$ cat src/rtl/etcb_pkg.sv
// shared types and constants for the edge trigger capture buffer
// used by the top level, etcb_front and etcb_back in rtl/; etcb_fifo does not use it
`default_nettype none

package etcb_pkg;

    localparam int RingDepthDefault     = 1024;
    localparam int ReadoutLengthDefault = 300;
    localparam int PinCount             = 16;
    localparam int QueueDepth           = 4;
    localparam int WordWidth            = 16;
    localparam int CountWidth           = 10;
    localparam int AddrMaxWidth         = 16;
    localparam int ApbAddrWidth         = 4;
    localparam int ApbDataWidth         = 32;

    localparam logic [CountWidth-1:0] PostResetDefault = 10'd300;

    typedef enum logic [1:0] {
        OP_SAMPLE = 2'd0,
        OP_READ   = 2'd1,
        OP_ARM    = 2'd2
    } t_op;

    typedef enum logic [1:0] {
        PH_WAIT = 2'd0,
        PH_POST = 2'd1,
        PH_DONE = 2'd2
    } t_phase;

    typedef enum logic [1:0] {
        MEM_NONE  = 2'd0,
        MEM_WRITE = 2'd1,
        MEM_READ  = 2'd2
    } t_mem_op;

    typedef enum logic [1:0] {
        REG_TRIGGER_PIN    = 2'd0,
        REG_TRIGGER_RISING = 2'd1,
        REG_POST_SAMPLES   = 2'd2,
        REG_CAPTURE_ENABLE = 2'd3
    } t_reg;

    typedef struct packed {
        logic [3:0]            trigger_pin;
        logic                  trigger_rising;
        logic [CountWidth-1:0] post_trigger_samples;
        logic                  capture_enable;
    } t_cfg;

    typedef struct packed {
        t_mem_op                 mem_op;
        logic [AddrMaxWidth-1:0] addr;
        logic [WordWidth-1:0]    data;
        t_phase                  phase;
        logic                    seen;
    } t_cmd;

    typedef struct packed {
        logic [WordWidth-1:0] word;
        t_phase               phase;
        logic                 seen;
    } t_result;

endpackage

`default_nettype wire

$ cat src/rtl/etcb_front.sv
// front end: takes each word, runs the trigger and capture state, issues ring commands
// depends on etcb_pkg
`default_nettype none

module etcb_front #(
    parameter int RING_DEPTH     = etcb_pkg::RingDepthDefault,
    parameter int READOUT_LENGTH = etcb_pkg::ReadoutLengthDefault
) (
    input  wire logic                             i_clk,
    input  wire logic                             i_rst_n,
    input  wire etcb_pkg::t_cfg                   i_cfg,
    input  wire logic                             i_push,
    input  wire logic [1:0]                       i_operation,
    input  wire logic [etcb_pkg::WordWidth-1:0]   i_pin_levels,
    input  wire logic                             i_queue_full,
    output logic                                  o_cmd_push,
    output etcb_pkg::t_cmd                        o_cmd
);

    localparam int AW = $clog2(RING_DEPTH);
    localparam int RW = (READOUT_LENGTH > 1) ? $clog2(READOUT_LENGTH) : 1;
    localparam int CW = etcb_pkg::CountWidth;

    logic [AW-1:0]                     r_write_index, n_write_index;
    logic [etcb_pkg::WordWidth-1:0]    r_prev, n_prev;
    etcb_pkg::t_phase                  r_phase, n_phase;
    logic [CW-1:0]                     r_post_count, n_post_count;
    logic [RW-1:0]                     r_read_index, n_read_index;
    logic [AW-1:0]                     r_read_ring, n_read_ring;
    logic [CW-1:0]                     w_post_inc;
    logic                              w_accept;
    logic                              w_edge;
    logic                              w_bit_before;
    logic                              w_bit_now;
    logic                              w_seen;
    logic                              w_store;

    assign w_accept     = i_push && !i_queue_full;
    assign w_bit_before = r_prev[i_cfg.trigger_pin];
    assign w_bit_now    = i_pin_levels[i_cfg.trigger_pin];
    assign w_post_inc   = r_post_count + 1'b1;

    always_comb begin
        if (int'(i_cfg.trigger_pin) >= etcb_pkg::PinCount) begin
            w_edge = 1'b0;
        end else if (i_cfg.trigger_rising) begin
            w_edge = !w_bit_before && w_bit_now;
        end else begin
            w_edge = w_bit_before && !w_bit_now;
        end
    end

    always_comb begin
        n_write_index = r_write_index;
        n_prev        = r_prev;
        n_phase       = r_phase;
        n_post_count  = r_post_count;
        n_read_index  = r_read_index;
        n_read_ring   = r_read_ring;
        w_seen        = 1'b0;
        w_store       = 1'b0;
        o_cmd.mem_op  = etcb_pkg::MEM_NONE;
        o_cmd.addr    = '0;
        o_cmd.data    = i_pin_levels;
        case (i_operation)
            etcb_pkg::OP_SAMPLE: begin
                if (i_cfg.capture_enable && r_phase != etcb_pkg::PH_DONE) begin
                    w_store = 1'b1;
                    if (r_phase == etcb_pkg::PH_WAIT) begin
                        if (w_edge) begin
                            w_seen       = 1'b1;
                            n_post_count = '0;
                            n_phase      = (i_cfg.post_trigger_samples == '0) ?
                                           etcb_pkg::PH_DONE : etcb_pkg::PH_POST;
                        end
                    end else begin
                        n_post_count = w_post_inc;
                        if (w_post_inc >= i_cfg.post_trigger_samples) begin
                            n_phase = etcb_pkg::PH_DONE;
                        end
                    end
                end
            end
            etcb_pkg::OP_READ: begin
                o_cmd.mem_op = etcb_pkg::MEM_READ;
                o_cmd.addr   = etcb_pkg::AddrMaxWidth'(r_read_ring);
                if (r_read_index == RW'(READOUT_LENGTH - 1)) begin
                    n_read_index = '0;
                    n_read_ring  = '0;
                end else begin
                    n_read_index = r_read_index + 1'b1;
                    n_read_ring  = (r_read_ring == AW'(RING_DEPTH - 1)) ?
                                   '0 : r_read_ring + 1'b1;
                end
            end
            etcb_pkg::OP_ARM: begin
                n_phase      = etcb_pkg::PH_WAIT;
                n_post_count = '0;
            end
            default: begin
            end
        endcase
        if (w_store) begin
            o_cmd.mem_op  = etcb_pkg::MEM_WRITE;
            o_cmd.addr    = etcb_pkg::AddrMaxWidth'(r_write_index);
            n_prev        = i_pin_levels;
            n_write_index = (r_write_index == AW'(RING_DEPTH - 1)) ?
                            '0 : r_write_index + 1'b1;
        end
        o_cmd.phase = n_phase;
        o_cmd.seen  = w_seen;
    end

    assign o_cmd_push = w_accept;

    always_ff @(posedge i_clk) begin
        if (!i_rst_n) begin
            r_write_index <= '0;
            r_prev        <= '0;
            r_phase       <= etcb_pkg::PH_WAIT;
            r_post_count  <= '0;
            r_read_index  <= '0;
            r_read_ring   <= '0;
        end else if (w_accept) begin
            r_write_index <= n_write_index;
            r_prev        <= n_prev;
            r_phase       <= n_phase;
            r_post_count  <= n_post_count;
            r_read_index  <= n_read_index;
            r_read_ring   <= n_read_ring;
        end
    end

endmodule

`default_nettype wire

$ cat config.mk
export PLATFORM = sky130hd
export DESIGN_NAME = etcb_front
export DESIGN_NICKNAME = d
export VERILOG_FILES = /design/src/rtl/etcb_pkg.sv /design/src/rtl/etcb_front.sv
export SDC_FILE = /design/constraint.sdc
export NUM_CORES = 1
export LEC_CHECK = 0
export BUFFER_PORTS_ARGS = -buffer_cell sky130_fd_sc_hd__buf_2
export CORE_MARGIN = 5
export CORE_UTILIZATION = 55
export CTS_BUF_LIST = sky130_fd_sc_hd__clkbuf_16
export DETAILED_ROUTE_END_ITERATION = 10
export HOLD_SLACK_MARGIN = 0.15
export PLACE_DENSITY = 0.85
export RECOVER_POWER = 25
export SETUP_SLACK_MARGIN = 0.02
export SKIP_LAST_GASP = 1
export SLEW_MARGIN = 10
export SYNTH_ARGS = -nofsm -noshare
export SYNTH_HDL_FRONTEND = slang
export SYNTH_SLANG_ARGS = --single-unit
$ cat constraint.sdc
create_clock -name i_clk -period 4.9 [get_ports i_clk]
set_clock_uncertainty 0.1 [all_clocks]
set_input_delay 0.98 -clock i_clk [delete_from_list [all_inputs] [get_ports i_clk]]
set_output_delay 0.98 -clock i_clk [all_outputs]
set_load 0.01 [all_outputs]
## Yosys cells after proc, flatten, opt, wreduce, memory -nomap -nowiden

Cells that the tools add are included.

| cells by class | value |
|---|---|
| multiplexer cells | 27 |
| equal/unequal tests | 8 |
| reductions and logical operators | 14 |
| $add $sub $neg | 4 |
| order comparisons | 2 |

Operator list:

| kind | number |
|---|---|
| $mux W10 | 6 |
| $mux W18 | 2 |
| $add A10 B1 Y10 const B | 3 |
| $eq A10 B10 Y1 const B | 2 |
| $pmux W10 S2 | 1 |
| $ge A10 B10 Y1 | 1 |
| $logic_not A10 Y1 | 1 |
| $mux W2 | 5 |
| $add A9 B1 Y9 const B | 1 |
| $eq A9 B9 Y1 const B | 1 |
| $mux W1 | 9 |
| $mux W9 | 1 |
| $bmux W1 S4 | 2 |
| $lt A4 B5 Y1 const B | 1 |
| $logic_and A1 B1 Y1 | 4 |
| $logic_not A2 Y1 | 2 |
| $ne A2 B2 Y1 const B | 2 |
| $pmux W2 S2 | 1 |
| $reduce_and A2 Y1 | 2 |
| $reduce_and A4 Y1 | 1 |
| $logic_not A1 Y1 | 3 |
| $ne A3 B3 Y1 const B | 1 |
| $eq A2 B1 Y1 const B | 1 |
| $eq A2 B2 Y1 const B | 1 |
| $reduce_bool A2 Y1 | 1 |

| word-level totals | value |
|---|---|
| output and inout bits | 38 |
| bits of input ports | 38 |
| bits in registers | 57 |

## Logic depth before layout (Yosys ltp)

Gate-level depths: netlist of run 1.

| depth | value |
|---|---|
| depth in word-level cells | 9 |
| gate-level depth with buffers | 11 |
| gate-level depth less buffers | 11 |

## Worst setup path before layout of run 1

OpenSTA, ideal clock, no wires.

| timing path | value |
|---|---|
| path type | input port to output port |
| start | input i_cfg[14] (netlist bit) |
| end | output o_cmd[1] (netlist bit) |
| stages on the path | 7 |
| data required time | 3.820 ns |
| data arrival time | 3.051 ns |
| path slack | 0.769 ns |
| cell sequence | buf_4 > mux4_2 > mux2_2 > and2_0 > mux4_2 > a2111oi_0 > nor2b_1 |

RTL lines:

| element | RTL line | text |
|---|---|---|
| from (decl) | etcb_front.sv:11 | `input wire etcb_pkg::t_cfg i_cfg,` |
| to (decl) | etcb_front.sv:17 | `output etcb_pkg::t_cmd o_cmd` |

==> results.yml, run 1 <==
synth:
  synthArstFlopShare: 0
  synth_compound_area_frac: 0.123
  ys_warn_count: 0
  ys_seq_area_frac: 0.330
  ys.flop_type: "dfxtp_1"
  synth-adder-area-share: 0.0506
  synth.largest_area_cell: "dfxtp_1"
  syn_area_per_cell_sq_um: 8.76
  synth_top_cell_area_share: 0.330
  syn-cell-area_sq_mm: 0.00346
  yosys-top-cells-area: "dfxtp_1 (33%), nor2_1 (6.4%), mux4_2 (5.9%)"
  synth_cells: 395
  synth_seq_cells: 57
  synth_cell_types: 44
  synth.area.mux_share: 0.117
  synth_edf_count: 0
  synth_top_family_by_area: "simple AND/OR/NAND/NOR gates"
  yosys.area_share.simple: 0.213
  synth_xor_area_frac: 0.0810
global_route:
  grt_pass1_wl_um: 12900
  antenna_found_initial: 0
  grt_max_degree: 25
  grt-ovfl-total: 0
  grt_pass1_vias: 2963
  track_usage: 0.206
worst_setup_path:
  cp.required_ns: 3.82
  slowest_stage: "mux4_2"
  crit_chain: "buf_2, mux4_2, mux2_2, and2_0, mux4_2, a2111oi_0, nor2b_1, buf_2"
  worstPathMaxFanout: 8
  slowest_delay_ns: 0.57
  cp_top_family: "multiplexers"
  start_kind: "primary input"
  critPathKind: "primary input to output port"
  cp-end-kind: "output port"
  worst-path-buf-inv: 2
  arrival_ns: 3.44
drt:
  vias: 3063
  ant_nets: 0
  routed_via_density: 5.81
  detail_route.wl_per_cell_um: 15.0
  dr.pass1.iters: 4
  route.detailed.drc: 0
  totalWireLength_um: 7910
  drtIter0Drc: 126
die:
  die_area_sq_mm: 0.00798
  core-area_sq_mm: 0.00624
  die_w_um: 89.3
  start_util: 0.555
  ioPinCount: 76
  die_y_um: 89.3
  fp-row-count: 29
clock_tree:
  postCtsSetupBuffers: 0
  cts_tree: "yes"
  htree_levels: 3
  clock_latency_ns: 0.32
  numCtsBuffers: 9
  cts_hold_buf: 0
  cts_root_buffer: "clkbuf_16"
  cts.path.max_buffers: 2
  cts_num_sinks: 57
  clk_pin_slew_ns: 0.05
  ctsResizeCount: 0
hold_path:
  hp-class: "flip-flop to flip-flop"
timing:
  period_minus_slack_ns: 4.52
  fin_crit_sh: 0.923
  maxSlewHeadroom: 0.392
  report.final.setup_viol: 0
  hold_violations: 0
  fin_ws_ns: 0.376
  slew_violations: 0
  fin_tns_setup_ns: 0
  rsz0062_at_grt: "no"
  worst_slew_pin_slew_ns: 0.905
  hold_slack_ns: 0.362
  fmax_mhz: 221
pwr:
  p_per_area_mw_per_mm2: 276
  max-vdd-ir-drop_mv: 0.272
  power.leakage_nw: 1.64
placed_design:
  io_buffer_count: 69
  dp_hpwl_um: 5910
  pre_cts_slack_ns: 0.364
  gp_congestion: 0.857
layout:
  layout-drive-gt1-share: 0.184
  final_cell_mix: "nor2_1 (59), dfxtp_1 (57), buf_2 (56)"
  area_delta_synth_final_pct: 14.1
  fin_nets: 497
  n_antenna_cell: 0
  mostFrequentLayoutCell: "nor2_1"
run:
  drv_cap: 0
run_status:
  status: "finished, final reports clean"
cell usage after synthesis (all sizes together), types with 6 or more instances:
cell type and instances:
o21ai 7, buf 26, dfxtp 57, mux4 9, and3 10, ha 14, nor2 59, xor2 16
nand3 20, a22o 10, mux2i 18, nor3 10, inv 14, nand2 22, xnor2 16, a32o 6
clkbuf 13, nand2b 8, a21oi 6
path summary, 6_finish.rpt:
check                                               endpoint  slack (ns)                          from  cells after the start
worst min-delay path            r_post_count[8]$_SDFFE_PN0P_        0.36  r_post_count[8]$_SDFFE_PN0P_                      1
worst max-delay path                                o_cmd[1]        0.38                     i_cfg[14]                      8
worst max register to register       r_phase[1]$_SDFFE_PN0P_        2.03  r_post_count[0]$_SDFFE_PN0P_                     10
worst min register to register  r_post_count[8]$_SDFFE_PN0P_        0.36  r_post_count[8]$_SDFFE_PN0P_                      1
worst register-to-register path, cell delays in order, from the launching register on:
cell and delay (ns):
dfxtp_1 0.41, and3_1 0.21, nand3_1 0.15, nor3_1 0.22, xor2_1 0.15, ha_1 0.20, nand2b_1 0.16, a2111oi_0 0.49
o311ai_0 0.25, o211ai_1 0.25, o41ai_1 0.14
metrics by stage:
stage,utilization,area (sq um),cells,power [mW]
floorplan,-,3480,400,0.550
global placement,0.595,3720,511,0.576
detailed placement,0.595,3720,511,0.578
CTS,0.636,3970,527,1.10
global route,0.633,3950,527,1.13
finish,0.633,3950,527,1.09
registers in the layout, summed over array words and instances, names as in the netlist:
register,count
r_post_count,10
r_write_index,10
r_phase,2
r_read_index,9
r_read_ring,10
r_prev,16
routing by layer:
metal | GRT usage | vias to the layer above | part of all wire
met4 | 0.0907 | 0 | 0.014
li1 | - | 1484 | -
met1 | 0.249 | 1481 | 0.42
met3 | 0.0424 | 11 | 0.058
met5 | 0 | - | 0
met2 | 0.351 | 87 | 0.51
cell type report:
cell class | count | area (sq um)
sequential | 57 | 1140
tap | 77 | 96.3
fill | 540 | 2290
multi-input combinational | 290 | 2050
clock buffer | 9 | 225
clock inverter | 7 | 28.8
timing repair buffer | 73 | 355
inverter | 14 | 52.6
logic make-up after synthesis:
family	Yosys count
compound gates	55
xor+xnor	32
fa+ha+maj	14
buf+inv	53
flops	57
mux	29
other cells	1
simple gates	154
power by group:
group | internal (mW) | total (mW) | switching (mW)
clock | 0.329 | 0.523 | 0.193
sequential | 0.468 | 0.471 | 0.00297
combinational | 0.0393 | 0.0983 | 0.0590
No activity file was read; power rests on OpenSTA's default activity.
==> run 2: changes to the inputs <==
--- a/config.mk
+++ b/config.mk
@@ -13,7 +13,7 @@
 export HOLD_SLACK_MARGIN = 0.15
 export PLACE_DENSITY = 0.85
 export RECOVER_POWER = 25
-export SETUP_SLACK_MARGIN = 0.02
+export SETUP_SLACK_MARGIN = 0.2
 export SKIP_LAST_GASP = 1
 export SLEW_MARGIN = 10
 export SYNTH_ARGS = -nofsm -noshare
==> constraint.sdc (replaced) <==
create_clock -name i_clk -period 4.9 [get_ports i_clk]
set_clock_uncertainty 0.1 [all_clocks]
set_input_delay 0.49 -clock i_clk [delete_from_list [all_inputs] [get_ports i_clk]]
set_output_delay 0.49 -clock i_clk [all_outputs]
set_load 0.01 [all_outputs]
==> run 2 against run 1 <==
Net effect: setup slack improved by 0.78 ns; critical path depth is 4 higher; flip-flop and latch count stayed put; maximum frequency up 21%; final area increased by 2.3%; hold slack lost 0.031 ns; combinational power about the same; final cell count is the same; non-clock buffer count stayed put; critical path type is now flip-flop to output port.
==> results.yml, run 2 (synthesis results as in run 1) <==
run_status:
  status: "finished, final reports clean"
timing:
  maxSlewHeadroom: 0.0330
  fin_tns_setup_ns: 0
  fin_ws_ns: 1.15
  slew_violations: 0
  report.final.setup_viol: 0
  rsz0062_at_grt: "no"
  fin_crit_sh: 0.765
  hold_violations: 0
  period_minus_slack_ns: 3.75
  worst_slew_pin_slew_ns: 1.45
  fmax_mhz: 267
die:
  start_util: 0.555
  die_w_um: 89.3
  die_area_sq_mm: 0.00798
  die_y_um: 89.3
  fp-row-count: 29
  ioPinCount: 76
  core-area_sq_mm: 0.00624
worst_setup_path:
  reg2reg_from: "r_phase[0]$_SDFFE_PN0P_"
  worstPathMaxFanout: 6
  crit_top_cell: "a2111oi_0"
  cp.required_ns: 4.31
  rrSetupSlack_ns: 1.81
  slowest_delay_ns: 0.47
  cp_top_family: "compound AO/OA/AOI/OAI gates"
  worst-path-buf-inv: 1
  ff2ff_path_depth: 6
  r2r_end: "r_write_index[5]$_SDFFE_PN0P_"
  arrival_ns: 3.16
  cp-end-kind: "output port"
  critPathKind: "flip-flop to output port"
  crit_chain: "and3_1, nand3_1, nor3_1, xor2_1, ha_1, nand2b_1, a2111oi_0, o311ai_0, o211ai_1, a2111oi_0, nor2b_1, buf_2"
  slowest_stage: "a2111oi_0"
  start_kind: "flip-flop"
placed_design:
  dp_hpwl_um: 5970
  pre_cts_slack_ns: 1.40
  gp_congestion: 0.902
  io_buffer_count: 69
layout:
  largest_reg_flops: 16
  fin_util: 0.648
  num-fill-cells: 528
  mostFrequentLayoutCell: "nor2_1"
  n_antenna_cell: 0
  regMostFlops: "r_prev"
  final_cell_mix: "nor2_1 (59), dfxtp_1 (57), buf_2 (52)"
  layout-drive-gt1-share: 0.187
  regArea_sq_mm: 0.00114
  multi_input_area_sq_mm: 0.00205
  area_delta_synth_final_pct: 16.8
  fin_nets: 497
global_route:
  grt_pass1_wl_um: 12900
  grt_pass1_vias: 2882
  grt-ovfl-total: 0
  antenna_found_initial: 0
  track_usage: 0.210
  grt_max_degree: 25
drt:
  route.detailed.drc: 0
  met1_length_um: 3210
  totalWireLength_um: 8080
  wl_met3_um: 475
  ant_nets: 0
  routed_via_density: 5.86
  vias: 3088
  dr.pass1.iters: 4
  wl_met2_um: 4120
  top_layer_used: "met4"
  drtIter0Drc: 102
  detail_route.wl_per_cell_um: 15.3
clock_tree:
  cts_root_buffer: "clkbuf_16"
  clock_latency_ns: 0.33
  postCtsSetupBuffers: 0
  htree_levels: 3
  cts_num_sinks: 57
  cts_hold_buf: 0
  numCtsBuffers: 9
  clk_pin_slew_ns: 0.05
  ctsResizeCount: 0
  cts_tree: "yes"
  cts.path.max_buffers: 2
hold_path:
  holdPathEnd: "r_prev[10]$_SDFFE_PN0P_"
  min_from: "i_pin_levels[10]"
  hold_depth: 3
  hp-class: "primary input to flip-flop"
pwr:
  power.leakage_nw: 1.67
  max-vdd-ir-drop_mv: 0.209
  p_per_area_mw_per_mm2: 321
run:
  drv_cap: 0
-- run 2: layout make-up --
class	instances	area share
clock buffers	9	0.0557
clock inverters	7	0.0310
inverters	14	0.0130
multi-input cells	290	0.507
flip-flops and latches	57	0.282
well taps	77	0.0238
repair buffers	73	0.0867
-- run 2: metrics by stage --
stage               std cells  total power, mW  area, sq um  hold slack (ns)
floorplan                 400            0.550         3480            0.342
global route              527             1.35         4040            0.329
global placement          511            0.576         3720            0.348
CTS                       527             1.31         4070            0.319
detailed placement        511            0.579         3720            0.355
finish                    527             1.30         4040            0.331
-- run 2: where the power goes --
group / leakage [nW] / internal (mW) / switching [mW] / total [mW]
clock: 0.171 / 0.501 / 0.230 / 0.731
combinational: 1.04 / 0.0392 / 0.0588 / 0.0981
sequential: 0.459 / 0.467 / 0.00300 / 0.470
-- run 2: worst max path at each step --
stage | startpoint | to | slack, ns | depth (start not counted)
after floorplan | i_cfg[14] | o_cmd[1] | 1.75 | 7
after global placement | i_cfg[14] | o_cmd[1] | 1.45 | 8
after detailed placement | i_cfg[14] | o_cmd[1] | 1.40 | 8
after CTS | r_post_count[0]$_SDFFE_PN0P_ | o_cmd[1] | 1.18 | 11
after global routing | r_post_count[2]$_SDFFE_PN0P_ | o_cmd[1] | 0.96 | 12
final | r_post_count[0]$_SDFFE_PN0P_ | o_cmd[1] | 1.15 | 12
-- run 2: tightest hold or removal path, delay by kind of cell --
family	cells	cell delay, ns
multiplexers	1	0.06
buffers and inverters	1	0.09
AND/OR/NAND/NOR	1	0.08
-- run 2: per-layer routing --
layer,global-route usage,vias to the layer above
met3,0.0452,22
met5,0,-
met2,0.346,101
li1,-,1490
met1,0.247,1475
met4,0.134,0
