### config.mk
export PLATFORM = sky130hd
export DESIGN_NAME = etcb_fifo
export DESIGN_NICKNAME = d
export VERILOG_FILES = /design/src/rtl/etcb_fifo.sv
export SDC_FILE = /design/constraint.sdc
export NUM_CORES = 1
export LEC_CHECK = 0
export ABC_AREA = 1
export BUFFER_PORTS_ARGS = -buffer_cell sky130_fd_sc_hd__clkbuf_2
export CAP_MARGIN = 20
export CORE_ASPECT_RATIO = 0.8
export CORE_MARGIN = 2
export CORE_UTILIZATION = 40
export CTS_CLUSTER_DIAMETER = 120
export DETAILED_ROUTE_END_ITERATION = 10
export GPL_TIMING_DRIVEN = 0
export SLEW_MARGIN = 20
export SYNTH_ARGS = -nofsm -noshare
export SYNTH_HDL_FRONTEND = slang
export SYNTH_SLANG_ARGS = --single-unit
### constraint.sdc
create_clock -name i_clk -period 1.6 [get_ports i_clk]
set_input_delay 0.16 -clock i_clk [delete_from_list [all_inputs] [get_ports i_clk]]
set_output_delay 0.16 -clock i_clk [all_outputs]
set_load 0.03 [all_outputs]
### src/rtl/etcb_fifo.sv
// small register queue with push/full and pop/empty sides
// used between front and back and for the result words; no package needed
`default_nettype none

module etcb_fifo #(
    parameter int WIDTH = 8,
    parameter int DEPTH = 4
) (
    input  wire logic                         i_clk,
    input  wire logic                         i_rst_n,
    input  wire logic                         i_push,
    input  wire logic [WIDTH-1:0]             i_data,
    output logic                              o_full,
    input  wire logic                         i_pop,
    output logic [WIDTH-1:0]                  o_data,
    output logic                              o_empty,
    output logic [$clog2(DEPTH+1)-1:0]        o_count
);

    localparam int PW = (DEPTH > 1) ? $clog2(DEPTH) : 1;
    localparam int CW = $clog2(DEPTH + 1);

    logic [WIDTH-1:0] r_mem [DEPTH];
    logic [PW-1:0]    r_wr, n_wr;
    logic [PW-1:0]    r_rd, n_rd;
    logic [CW-1:0]    r_count, n_count;
    logic             w_push;
    logic             w_pop;

    assign o_full  = (r_count == CW'(DEPTH));
    assign o_empty = (r_count == '0);
    assign o_count = r_count;
    assign o_data  = r_mem[r_rd];
    assign w_push  = i_push && !o_full;
    assign w_pop   = i_pop && !o_empty;

    always_comb begin
        n_wr    = r_wr;
        n_rd    = r_rd;
        n_count = r_count;
        if (w_push) begin
            n_wr = (r_wr == PW'(DEPTH - 1)) ? '0 : r_wr + 1'b1;
        end
        if (w_pop) begin
            n_rd = (r_rd == PW'(DEPTH - 1)) ? '0 : r_rd + 1'b1;
        end
        if (w_push && !w_pop) begin
            n_count = r_count + 1'b1;
        end else if (w_pop && !w_push) begin
            n_count = r_count - 1'b1;
        end
    end

    always_ff @(posedge i_clk) begin
        if (!i_rst_n) begin
            r_wr    <= '0;
            r_rd    <= '0;
            r_count <= '0;
        end else begin
            r_wr    <= n_wr;
            r_rd    <= n_rd;
            r_count <= n_count;
        end
    end

    always_ff @(posedge i_clk) begin
        if (w_push) begin
            r_mem[r_wr] <= i_data;
        end
    end

endmodule

`default_nettype wire

* Word level (Yosys, flattened, before mapping)
Memory sizes are Yosys's and may differ from the RTL's. A register that Yosys moved wholly into a read port is not among the register bits.
Index checks and enable logic that the tools add are counted.
W data, S select, Z words.
** Operators by class
- $add $sub $neg :: 4
- $mul :: 0
- Div/mod/pow operators :: 0
- $lt $le $gt $ge :: 0
- Equality and inequality tests :: 3
- Shifts and indexed selects :: 0
- Muxes and demuxes :: 8
- Bitwise operators :: 0
- Reduce and logical (&&, ||, !) cells :: 10
** Operator list (count)
- $mux W2 :: 4
- $mux W3 :: 2
- $add A2 B1 Y2 const B :: 2
- $eq A2 B2 Y1 const B :: 2
- $logic_and A1 B1 Y1 :: 4
- $logic_not A1 Y1 :: 4
- $add A3 B1 Y3 const B :: 1
- $eq A3 B3 Y1 const B :: 1
- $logic_not A3 Y1 :: 1
- $sub A3 B1 Y3 const B :: 1
- $mux W1 :: 2
- $reduce_bool A2 Y1 :: 1
** Word-level totals
- Bits in registers :: 7
- Bits in latches :: 0
- RAM bits :: 32
- Memory bits (read-only) :: 0
- Input port bits :: 12
- Output and inout bits :: 13
- Word-level logic and storage cells :: 29
- Memories :: 1
** Memory list
- r_mem :: words 4, width 8, read ports 1, clocked after Yosys merged registers in 1, wr ports 1, line 23 : logic [WIDTH-1:0] r_mem [DEPTH];

* Depth between registers and ports, before layout
Gate-level depths: netlist (run 1).
- Depth after elaboration :: 7
- Gate-level depth with buffers :: 13
- Depth with buffers taken out :: 13

* Worst setup path after synthesis (run 1)
No wires, ideal clock.
- Path kind :: flip-flop to flip-flop
- From :: register r_count[1], in the netlist o_count[1]
- To :: register r_count[2], in the netlist o_count[2]
- Arrival :: 1.788 ns
- Data required time :: 1.490 ns
- Path slack :: -0.298 ns
- Stages on the path, launching flop included :: 14
- Cells stage by stage :: dfxtp_1 -> nor2_1 -> nand2_1 -> nand2_2 -> inv_1 -> ha_1 -> inv_1 -> fa_1 -> inv_1 -> nand2_1 -> nand3_1 -> nand2_1 -> inv_1 -> nor2_1
** Between the ends
- Longest elaborated chain between the ends :: 6
** Ends and longest elaborated chain
- start: declaration :: line 26 : logic [CW-1:0] r_count, n_count;
- start signal: assignment :: line 62 : r_count <= n_count;
- $eq A3 B3 Y1 (*) :: line 30 : assign o_full = (r_count == CW'(DEPTH));
- $logic_not A1 Y1 (*) :: line 34 : assign w_push = i_push && !o_full;
- $logic_and A1 B1 Y1 (*) :: line 34
- via w_push :: line 27 : logic w_push;
- $logic_not A1 Y1 :: line 49 : end else if (w_pop && !w_push) begin
- $logic_and A1 B1 Y1 :: line 49
- $reduce_bool A2 Y1 (no source line)
The timed path passes the listed nets; every way through them passes the cells marked *. The select of a mux whose other input is x is not followed.
A chain may end at the register's enable or synchronous reset.

* Worst setup path after layout (run 1)
- From :: register r_count[0], in the netlist o_count[0]
- To :: register r_count[1], in the netlist o_count[1]
** RTL lines
- $eq A3 B3 Y1 :: line 30
- $logic_not A1 Y1 :: line 34
- $logic_and A1 B1 Y1 :: line 34
- via w_push :: line 27
- $logic_and A1 B1 Y1 :: line 47 : if (w_push && !w_pop) begin
- $mux W3 :: line 47
- via n_count[1] :: line 26
The timed path passes the listed nets, and every way through them passes these cells. The select of a mux whose other input is x is not followed.

==> impl_metrics.env, run 1 <==
export IMPL_internal_power_mw=2.27
export IMPL_crit_chain="nor2_4 > nand2_4 > nand2_4 > inv_2 > ha_4 > inv_4 > fa_2 > o21ai_2 > nor2_1"
export IMPL_die_area_sq_um=4770
export IMPL_p_switching_mw=1.55
export IMPL_p_leak_nw=0.865
export IMPL_startpoint="o_count[0]"
export IMPL_p_seq_frac=0.390
export IMPL_core_area_sq_um=4130
export IMPL_port_buffers=24
export IMPL_start_util=0.410
export IMPL_clkLatencyLatePin_ns=0.29
export IMPL_ys_warn_count=0
export IMPL_status="complete, but fails checks"
export IMPL_power_density_nw_per_um2=1800
export IMPL_num_vias=1147
export IMPL_cts_buffers_inserted=5
export IMPL_skew_ns=0.00806
export IMPL_fp_dieW_um=76.7
export IMPL_finalHoldViolations=0
export IMPL_fin_cells=245
export IMPL_fillers=394
export IMPL_peakVddDrop_mv=0.762
export IMPL_setup_slack_ns=-0.0373
export IMPL_netlist_cell_type_count=18
export IMPL_worstSetupPathType="flip-flop to flip-flop"
export IMPL_layout_drive_gt1_share=0.362
export IMPL_r2r_start="o_count[0]"
export IMPL_crit_fanout=5
export IMPL_cts_root_buf="clkbuf_8"
export IMPL_ys_seq_area_frac=0.674
export IMPL_min_path_type="primary input to flip-flop"
export IMPL_switching_share=0.407
export IMPL_place_congestion=0.750
export IMPL_post_dp_cell_area_sq_um=1930
export IMPL_syn_nets=167
export IMPL_grt_pass1_vias=1113
export IMPL_cts_tree="built"
export IMPL_crit_family="adder cells"
export IMPL_final_period_utilization=1.02
export IMPL_die_y_um=62.2
export IMPL_slew_headroom=0.666
export IMPL_clk_pin_slew_ns=0.08
export IMPL_grt_total_usage=0.152
export IMPL_wl_per_cell_um=13.5
export IMPL_final_antenna_net_count=0
export IMPL_synthCells=148
export IMPL_violations="setup timing"
export IMPL_placementRows=21
export IMPL_r2r_setup_slack_ns=-0.04
export IMPL_cp_common_cell="nand2_4"
export IMPL_setup_violations=1
export IMPL_min_period_ns=1.64
export IMPL_final_nets=206
export IMPL_max_cap_violations=0
export IMPL_cp_buffers_inverters=2
export IMPL_grt_pass1_wl_um=5370
export IMPL_cpMaxStageDelayCell="fa_2"
export IMPL_antenna_found_initial=0
export IMPL_syn_avg_cell_area_sq_um=11.4
export IMPL_dp_cells=229
export IMPL_synth_seq_cells=41
export IMPL_p_clk_frac=0.171
export IMPL_hold_slack_ns=0.0828
export IMPL_hold_buffers=0
export IMPL_synthToLayoutAreaGrowth_pct=25.5
export IMPL_post_route_util=0.515
export IMPL_worstPathArrival_ns=1.83
export IMPL_slowest_delay_ns=0.43
export IMPL_n_antenna_cell=0
export IMPL_hold_start="i_data[4]"
export IMPL_grt_setup_unrepaired="true"
export IMPL_cts_sinks=41
export IMPL_grt_start_max_net_pins=14
export IMPL_io_pins=25
export IMPL_start_kind="flip-flop"
export IMPL_via_per_inst=4.68
export IMPL_crit_required_ns=1.79
export IMPL_dp_hpwl_um=2220
export IMPL_htreeDepth=2
export IMPL_grt_ovfl_total=0
export IMPL_p_total_mw=3.82
export IMPL_clock_fmax_ghz=0.611
export IMPL_worstSetupEndpointType="flip-flop"
export IMPL_wl_um=3320
export IMPL_stdcell_area_sq_um=2120
export IMPL_drcViolationCount=0
export IMPL_slew_viol_final=0
export IMPL_first_pass_iters=4
export IMPL_cts_buffer_depth=2
export IMPL_first_iter_violations=39
export IMPL_netlist_area_sq_um=1690
export IMPL_tightest_slew_ns=0.500
export IMPL_p_comb_frac=0.440
## layout by cell type, fill, tap and decap left out, drive strengths merged
cell	instances
a21oi	2
dfxtp	9
edfxtp	32
clkbuf	23
nand2	15
inv	19
buf	16
nand3b	1
o22ai	8
nor2	33
nand4	1
o21ai	18
nand3	1
fa	1
ha	6
clkinv	3
## metal layers
layer | track usage | share of wire | vias up
li1 | - | - | 582
met1 | 0.188 | 0.45 | 536
met2 | 0.249 | 0.49 | 24
met3 | 0.0552 | 0.056 | 5
met4 | 0.0477 | 0.011 | 0
met5 | 0 | 0 | -
## power groups by stage
stage                     combinational (mW)  sequential [mW]  clock, mW
after global placement                  1.39             1.50          0
after CTS                               1.59             1.50      0.660
after detailed placement                1.44             1.51          0
after floorplan                        0.993             1.55          0
final                                   1.68             1.49      0.653
after global routing                    1.85             1.51      0.715
## stage by stage
step                worst slack [ns]  setup TNS (ns)
floorplan                    -0.0244         -0.0244
global placement             -0.0501          -0.847
detailed placement           -0.0775          -0.967
CTS                          -0.0280          -0.293
global route                  -0.139          -0.248
finish                       -0.0373         -0.0373
## cells by family after synthesis
family / after synthesis / synth area share
and+or+nand+nor: 51 / 0.119
DFF: 41 / 0.674
AOI/OAI and AO/OA: 28 / 0.0953
buffers and inverters: 21 / 0.0554
adders and majority gates: 7 / 0.0562
## worst paths after layout
kind,endpoint,cells after the start
setup reg to reg,o_count[1],9
hold reg to reg,o_count[0],2
setup / recovery,o_count[1],9
hold / removal,r_mem[0][4],1
## layout make-up
class                   count  area [sq um]  area share
clock inverters             3          17.5     0.00824
multi-input cells          86           522       0.246
inverters                  19          76.3      0.0359
flip-flops and latches     41          1150       0.544
repair buffers             32           188      0.0883
well taps                  57          71.3      0.0336
plain buffers               2          26.3      0.0124
clock buffers               5          68.8      0.0324
## worst reg2reg max path: cells and delay by family, from the launching register on
family / cells / cell delay, ns
AOI/OAI and AO/OA: 1 / 0.12
adders and majority gates: 2 / 0.59
buffers and inverters: 2 / 0.11
DFF: 1 / 0.36
and+or+nand+nor: 4 / 0.36
## registers in the layout, indices dropped and copies added, names as in the netlist, named ones only
signal / flops
r_rd: 2
r_wr: 2
r_mem: 32
o_count: 3
## what timing repair did
action                                 4_1_cts  5_1_grt
setup buffers                                5        3
endpoints found under the hold margin        0        0
pin swaps                                    9        7
resized for setup                           14       14
setup endpoints to repair                   42       33
## cells in the mapped netlist
| cell type | number | area [sq um] |
|---|---|---|
| nand2_2 | 1 | 6.26 |
| inv_1 | 18 | 67.6 |
| buf_6 | 2 | 22.5 |
| nor2_1 | 33 | 124 |
| o21ai_2 | 3 | 26.3 |
| ha_1 | 6 | 75.1 |
| o21ai_0 | 14 | 70.1 |
| inv_2 | 1 | 3.75 |
| fa_1 | 1 | 20.0 |
| nand3b_1 | 1 | 7.51 |
| edfxtp_1 | 32 | 961 |
| nand4_1 | 1 | 6.26 |
| o21ai_1 | 1 | 5.00 |
| o22ai_1 | 8 | 50.1 |
| nand3_1 | 1 | 5.00 |
| dfxtp_1 | 9 | 180 |
| a21oi_1 | 2 | 10.0 |
| nand2_1 | 14 | 52.6 |
No activity file was read; power rests on OpenSTA's default activity.
==> run 2, diff against run 1 <==
CORE_MARGIN = default   (was 2)
CORE_UTILIZATION = 46   (was 40)
PLACE_DENSITY = 0.67   (was default)
clock period = 1.64 ns   (was 1.6 ns; I/O delays follow)
==> run 2 against run 1 <==
  * The run now ends clean
  * Maximum frequency up 0.26%
  * Sequential power down 3%
  * Global-route usage up 2.9 points
  * Flip-flop and latch count unchanged
  * Worst setup slack better by 0.044 ns
  * Register-to-register slack better by 0.04 ns
  * Critical path depth unchanged
  * Wire length up 3.5%
  * Hold slack better by 0.0077 ns
  * Largest cell class unchanged
==> impl_metrics.env, run 2 (synthesized netlist as in run 1, its figures left out) <==
export IMPL_cts_tree="built"
export IMPL_first_iter_violations=68
export IMPL_wl_um=3430
export IMPL_clk_pin_slew_ns=0.07
export IMPL_worstPathArrival_ns=1.81
export IMPL_slew_headroom=0.684
export IMPL_min_period_ns=1.63
export IMPL_num_vias=1185
export IMPL_antenna_found_initial=0
export IMPL_synthToLayoutAreaGrowth_pct=24.7
export IMPL_first_pass_iters=4
export IMPL_power_density_nw_per_um2=1780
export IMPL_crit_required_ns=1.82
export IMPL_final_period_utilization=0.996
export IMPL_clock_fmax_ghz=0.612
export IMPL_worstSetupPathType="flip-flop to flip-flop"
export IMPL_post_route_util=0.608
export IMPL_stdcell_area_sq_um=2110
export IMPL_cts_buffers_inserted=5
export IMPL_grt_ovfl_total=0
export IMPL_fp_dieW_um=69.8
export IMPL_final_nets=208
export IMPL_clkLatencyLatePin_ns=0.29
export IMPL_drcViolationCount=0
export IMPL_layout_drive_gt1_share=0.347
export IMPL_final_common_cell="edfxtp_1"
export IMPL_min_path_type="primary input to flip-flop"
export IMPL_die_y_um=56.3
export IMPL_setup_violations=0
export IMPL_tightest_slew_ns=0.474
export IMPL_place_congestion=0.754
export IMPL_crit_fanout=4
export IMPL_crit_chain="nor2_4 > nand2_4 > nand2_4 > inv_2 > ha_4 > inv_2 > fa_2 > o21ai_2 > nor2_1"
export IMPL_largest_reg_flops=32
export IMPL_skew_ns=0.00697
export IMPL_grt_setup_unrepaired="true"
export IMPL_die_area_sq_um=3930
export IMPL_post_dp_cell_area_sq_um=1890
export IMPL_finalHoldViolations=0
export IMPL_core_area_sq_um=3470
export IMPL_layout_common_cells="edfxtp_1, nor2_1, clkbuf_2, inv_1, o21ai_0"
export IMPL_n_antenna_cell=0
export IMPL_r2r_setup_slack_ns=0.007
export IMPL_worstSetupEndpointType="flip-flop"
export IMPL_slowest_delay_ns=0.43
export IMPL_largest_register="r_mem"
export IMPL_htreeDepth=2
export IMPL_grt_total_usage=0.181
export IMPL_start_kind="flip-flop"
export IMPL_port_buffers=24
export IMPL_wl_per_cell_um=14.8
export IMPL_grt_start_max_net_pins=13
export IMPL_start_util=0.488
export IMPL_io_pins=25
export IMPL_peakVddDrop_mv=1.57
export IMPL_status="completed"
export IMPL_hold_slack_ns=0.0905
export IMPL_p_leak_nw=0.870
export IMPL_final_antenna_net_count=0
export IMPL_grt_pass1_vias=1188
export IMPL_via_per_inst=5.11
export IMPL_cts_buffer_depth=2
export IMPL_cts_root_buf="clkbuf_8"
export IMPL_hold_buffers=0
export IMPL_max_cap_violations=0
export IMPL_cts_sinks=41
export IMPL_grt_pass1_wl_um=5310
export IMPL_fillers=275
export IMPL_slew_viol_final=0
export IMPL_placementRows=19
export IMPL_dp_hpwl_um=2150
export IMPL_cpMaxStageDelayCell="fa_2"
[run 2: changes by cell type in the layout (fill, tap and decap cells not counted), moves of 2 or more]
cell / delta
nand2_1: +2
clkbuf_1: +2
buf_2: -3
clkbuf_2: +5
nand2_2: -2
[run 2: power breakdown]
| group | leakage [nW] | internal [mW] | switching [mW] | total [mW] |
|---|---|---|---|---|
| combinational | 0.455 | 0.597 | 1.05 | 1.65 |
| sequential | 0.370 | 1.31 | 0.140 | 1.45 |
| clock | 0.0455 | 0.343 | 0.317 | 0.659 |
[run 2: repair_timing]
item                       4_1_cts  5_1_grt
gates resized for setup          8       11
setup endpoints to repair       26       18
gates cloned                     0        0
setup buffers                    5        5
pin swaps                        6        6
[run 2: critical path, delay by kind of cell (launching register included)]
| kind | cells | cell delay [ns] |
|---|---|---|
| AOI/OAI and AO/OA | 1 | 0.13 |
| DFF | 1 | 0.36 |
| adders and majority gates | 2 | 0.59 |
| buffers and inverters | 2 | 0.11 |
| and+or+nand+nor | 4 | 0.34 |
[run 2: final timing paths]
kind	startpoint	end	cells after the start
setup / recovery	o_count[1]	o_count[1]	9
hold / removal	i_data[3]	r_mem[3][3]	1
setup reg to reg	o_count[1]	o_count[1]	9
hold reg to reg	o_count[1]	o_count[1]	2
[run 2: cell type report]
class	instances	area [sq um]	area share
tap	42	52.6	0.0249
clock buffer	8	90.1	0.0427
multi-input combinational	86	522	0.247
inverter	19	73.8	0.0350
timing repair buffer	34	198	0.0937
buffer	2	22.5	0.0107
sequential	41	1150	0.546
[run 2: through the flow]
step	cells	setup slack (ns)	total power, mW	setup TNS, ns
2_1_floorplan	148	-0.0142	2.45	-0.0142
3_3_place_gp	214	-0.0376	2.78	-0.0521
3_5_place_dp	214	-0.0902	2.84	-0.319
4_1_cts	227	-0.0343	3.59	-0.0673
5_1_grt	232	-0.0934	3.99	-0.171
6_report	232	0.00688	3.76	0
[run 2: layer usage]
layer / global-route usage / up-vias / wire length, um
met2: 0.319 / 26 / 1840
met3: 0.0467 / 7 / 156
met4: 0.0771 / 0 / 58
met5: 0 / - / 0
li1: - / 584 / -
met1: 0.210 / 568 / 1380
==> run 3, diff against run 2 <==
CORE_MARGIN = 2   (was default)
==> run 3 against run 2 <==
  * The flow now finishes with violations (setup timing)
  * Register-to-register slack lost 0.097 ns
  * Utilization is the same
  * Wire length shrank 2.0%
  * Worst setup slack lost 0.097 ns
  * Non-clock buffer count shrank 1
  * Design area is the same
  * Cell count shrank 0.43%
  * Maximum frequency shrank 5.6%
  * Clock skew grew 0.0047 ns
  * Combinational power grew 2%
  * Largest power group unchanged
==> impl_metrics.env, run 3 (synthesized netlist as in run 1, its figures left out) <==
export IMPL_slew_headroom=0.674
export IMPL_die_y_um=58.3
export IMPL_hold_path_endpoint="r_mem[1][6]"
export IMPL_port_buffers=24
export IMPL_cts_buffers_inserted=5
export IMPL_synthToLayoutAreaGrowth_pct=24.7
export IMPL_antenna_found_initial=0
export IMPL_setup_slack_ns=-0.0905
export IMPL_crit_required_ns=1.83
export IMPL_core_area_sq_um=3470
export IMPL_htreeDepth=2
export IMPL_skew_ns=0.0116
export IMPL_worstSetupEndpointType="flip-flop"
export IMPL_cts_sinks=41
export IMPL_max_cap_violations=0
export IMPL_cts_tree="built"
export IMPL_post_route_util=0.608
export IMPL_layout_common_cells="edfxtp_1, nor2_1, clkbuf_2, inv_1, o21ai_0"
export IMPL_grt_ovfl_total=0
export IMPL_wl_um=3360
export IMPL_tightest_slew_ns=0.488
export IMPL_largest_register="r_mem"
export IMPL_final_antenna_net_count=0
export IMPL_grt_pass1_vias=1163
export IMPL_grt_pass1_wl_um=5410
export IMPL_reg2reg_depth=12
export IMPL_wl_per_cell_um=14.5
export IMPL_fp_dieW_um=71.8
export IMPL_worstPathArrival_ns=1.92
export IMPL_largest_reg_flops=32
export IMPL_peakVddDrop_mv=1.18
export IMPL_die_area_sq_um=4180
export IMPL_cts_root_buf="clkbuf_8"
export IMPL_hold_depth=1
export IMPL_grt_start_max_net_pins=13
export IMPL_dp_hpwl_um=2230
export IMPL_power_density_nw_per_um2=1800
export IMPL_clock_fmax_ghz=0.578
export IMPL_worstSetupPathType="flip-flop to flip-flop"
export IMPL_hold_start="i_data[6]"
export IMPL_first_pass_iters=4
export IMPL_final_common_cell="edfxtp_1"
export IMPL_crit_fanout=3
export IMPL_r2r_start="o_count[1]"
export IMPL_placementRows=19
export IMPL_first_iter_violations=34
export IMPL_final_nets=207
export IMPL_via_per_inst=5.09
export IMPL_p_leak_nw=0.863
export IMPL_slew_viol_final=0
export IMPL_place_congestion=0.708
export IMPL_start_kind="flip-flop"
export IMPL_drcViolationCount=0
export IMPL_layout_drive_gt1_share=0.381
export IMPL_cts_buffer_depth=2
export IMPL_start_util=0.488
export IMPL_finalHoldViolations=0
export IMPL_hold_slack_ns=0.0872
export IMPL_min_period_ns=1.73
export IMPL_final_period_utilization=1.06
export IMPL_fillers=278
export IMPL_status="complete, but fails checks"
export IMPL_clk_pin_slew_ns=0.08
export IMPL_min_path_type="primary input to flip-flop"
export IMPL_io_pins=25
export IMPL_r2r_setup_slack_ns=-0.09
export IMPL_num_vias=1175
export IMPL_dp_slack_ns=-0.168
export IMPL_violations="setup timing"
export IMPL_clkLatencyLatePin_ns=0.30
export IMPL_n_antenna_cell=0
export IMPL_grt_setup_unrepaired="true"
export IMPL_setup_violations=2
export IMPL_grt_total_usage=0.179
export IMPL_r2r_end="o_count[2]"
## run 3: where the power goes
part,switching [mW],internal [mW],total [mW]
clock,0.319,0.343,0.662
sequential,0.132,1.31,1.45
combinational,1.08,0.616,1.69
## run 3: how the worst max path moves through the flow
stage	end	startpoint	slack [ns]
detailed placement	o_count[2]	o_count[1]	-0.17
global route	o_count[2]	o_count[1]	-0.19
CTS	o_count[2]	o_count[0]	-0.05
finish	o_count[2]	o_count[1]	-0.09
global placement	o_count[2]	o_count[1]	-0.04
floorplan	o_count[2]	o_count[1]	-0.01
## run 3: layer usage
layer | up-vias | part of all wire | routed length (um) | global-route usage
met5 | - | 0 | 0 | 0
met4 | 0 | 0.013 | 45 | 0.0728
met3 | 6 | 0.066 | 223 | 0.0678
met2 | 31 | 0.50 | 1680 | 0.298
met1 | 552 | 0.42 | 1410 | 0.213
li1 | 586 | - | - | -
## run 3: worst max-delay path, stage by stage, from the launching register on
cell and delay (ns):
dfxtp_4 0.36, nor2_4 0.16, nand2_2 0.08, nand2_2 0.09, ha_4 0.16, inv_4 0.04, fa_2 0.41, inv_2 0.07
nand2_2 0.06, nand3_2 0.07, nand2_2 0.05, inv_2 0.05, nor2_2 0.03
## run 3: stage by stage
step | cell area [sq um] | setup TNS, ns | power [mW] | cells
4_1_cts | 2030 | -0.0841 | 3.61 | 227
5_1_grt | 2110 | -0.283 | 4.05 | 231
2_1_floorplan | 1720 | -0.0142 | 2.45 | 148
3_3_place_gp | 1890 | -0.0577 | 2.79 | 214
3_5_place_dp | 1890 | -0.258 | 2.86 | 214
6_report | 2110 | -0.122 | 3.80 | 231
## run 3: layout make-up
class / instances / area (sq um) / area share
well taps: 42 / 52.6 / 0.0249
plain buffers: 2 / 22.5 / 0.0107
flip-flops and latches: 41 / 1150 / 0.546
inverters: 19 / 76.3 / 0.0362
clock buffers: 8 / 90.1 / 0.0427
multi-input cells: 86 / 527 / 0.250
repair buffers: 33 / 190 / 0.0901
## run 3: what timing repair did
item                                    in CTS  in global routing
pin swaps                                    5                 12
gates resized for setup                      6                 21
buffers inserted                             5                  4
hold buffers                                 0                  0
cloned                                       0                  0
endpoints found under the setup margin      12                 34
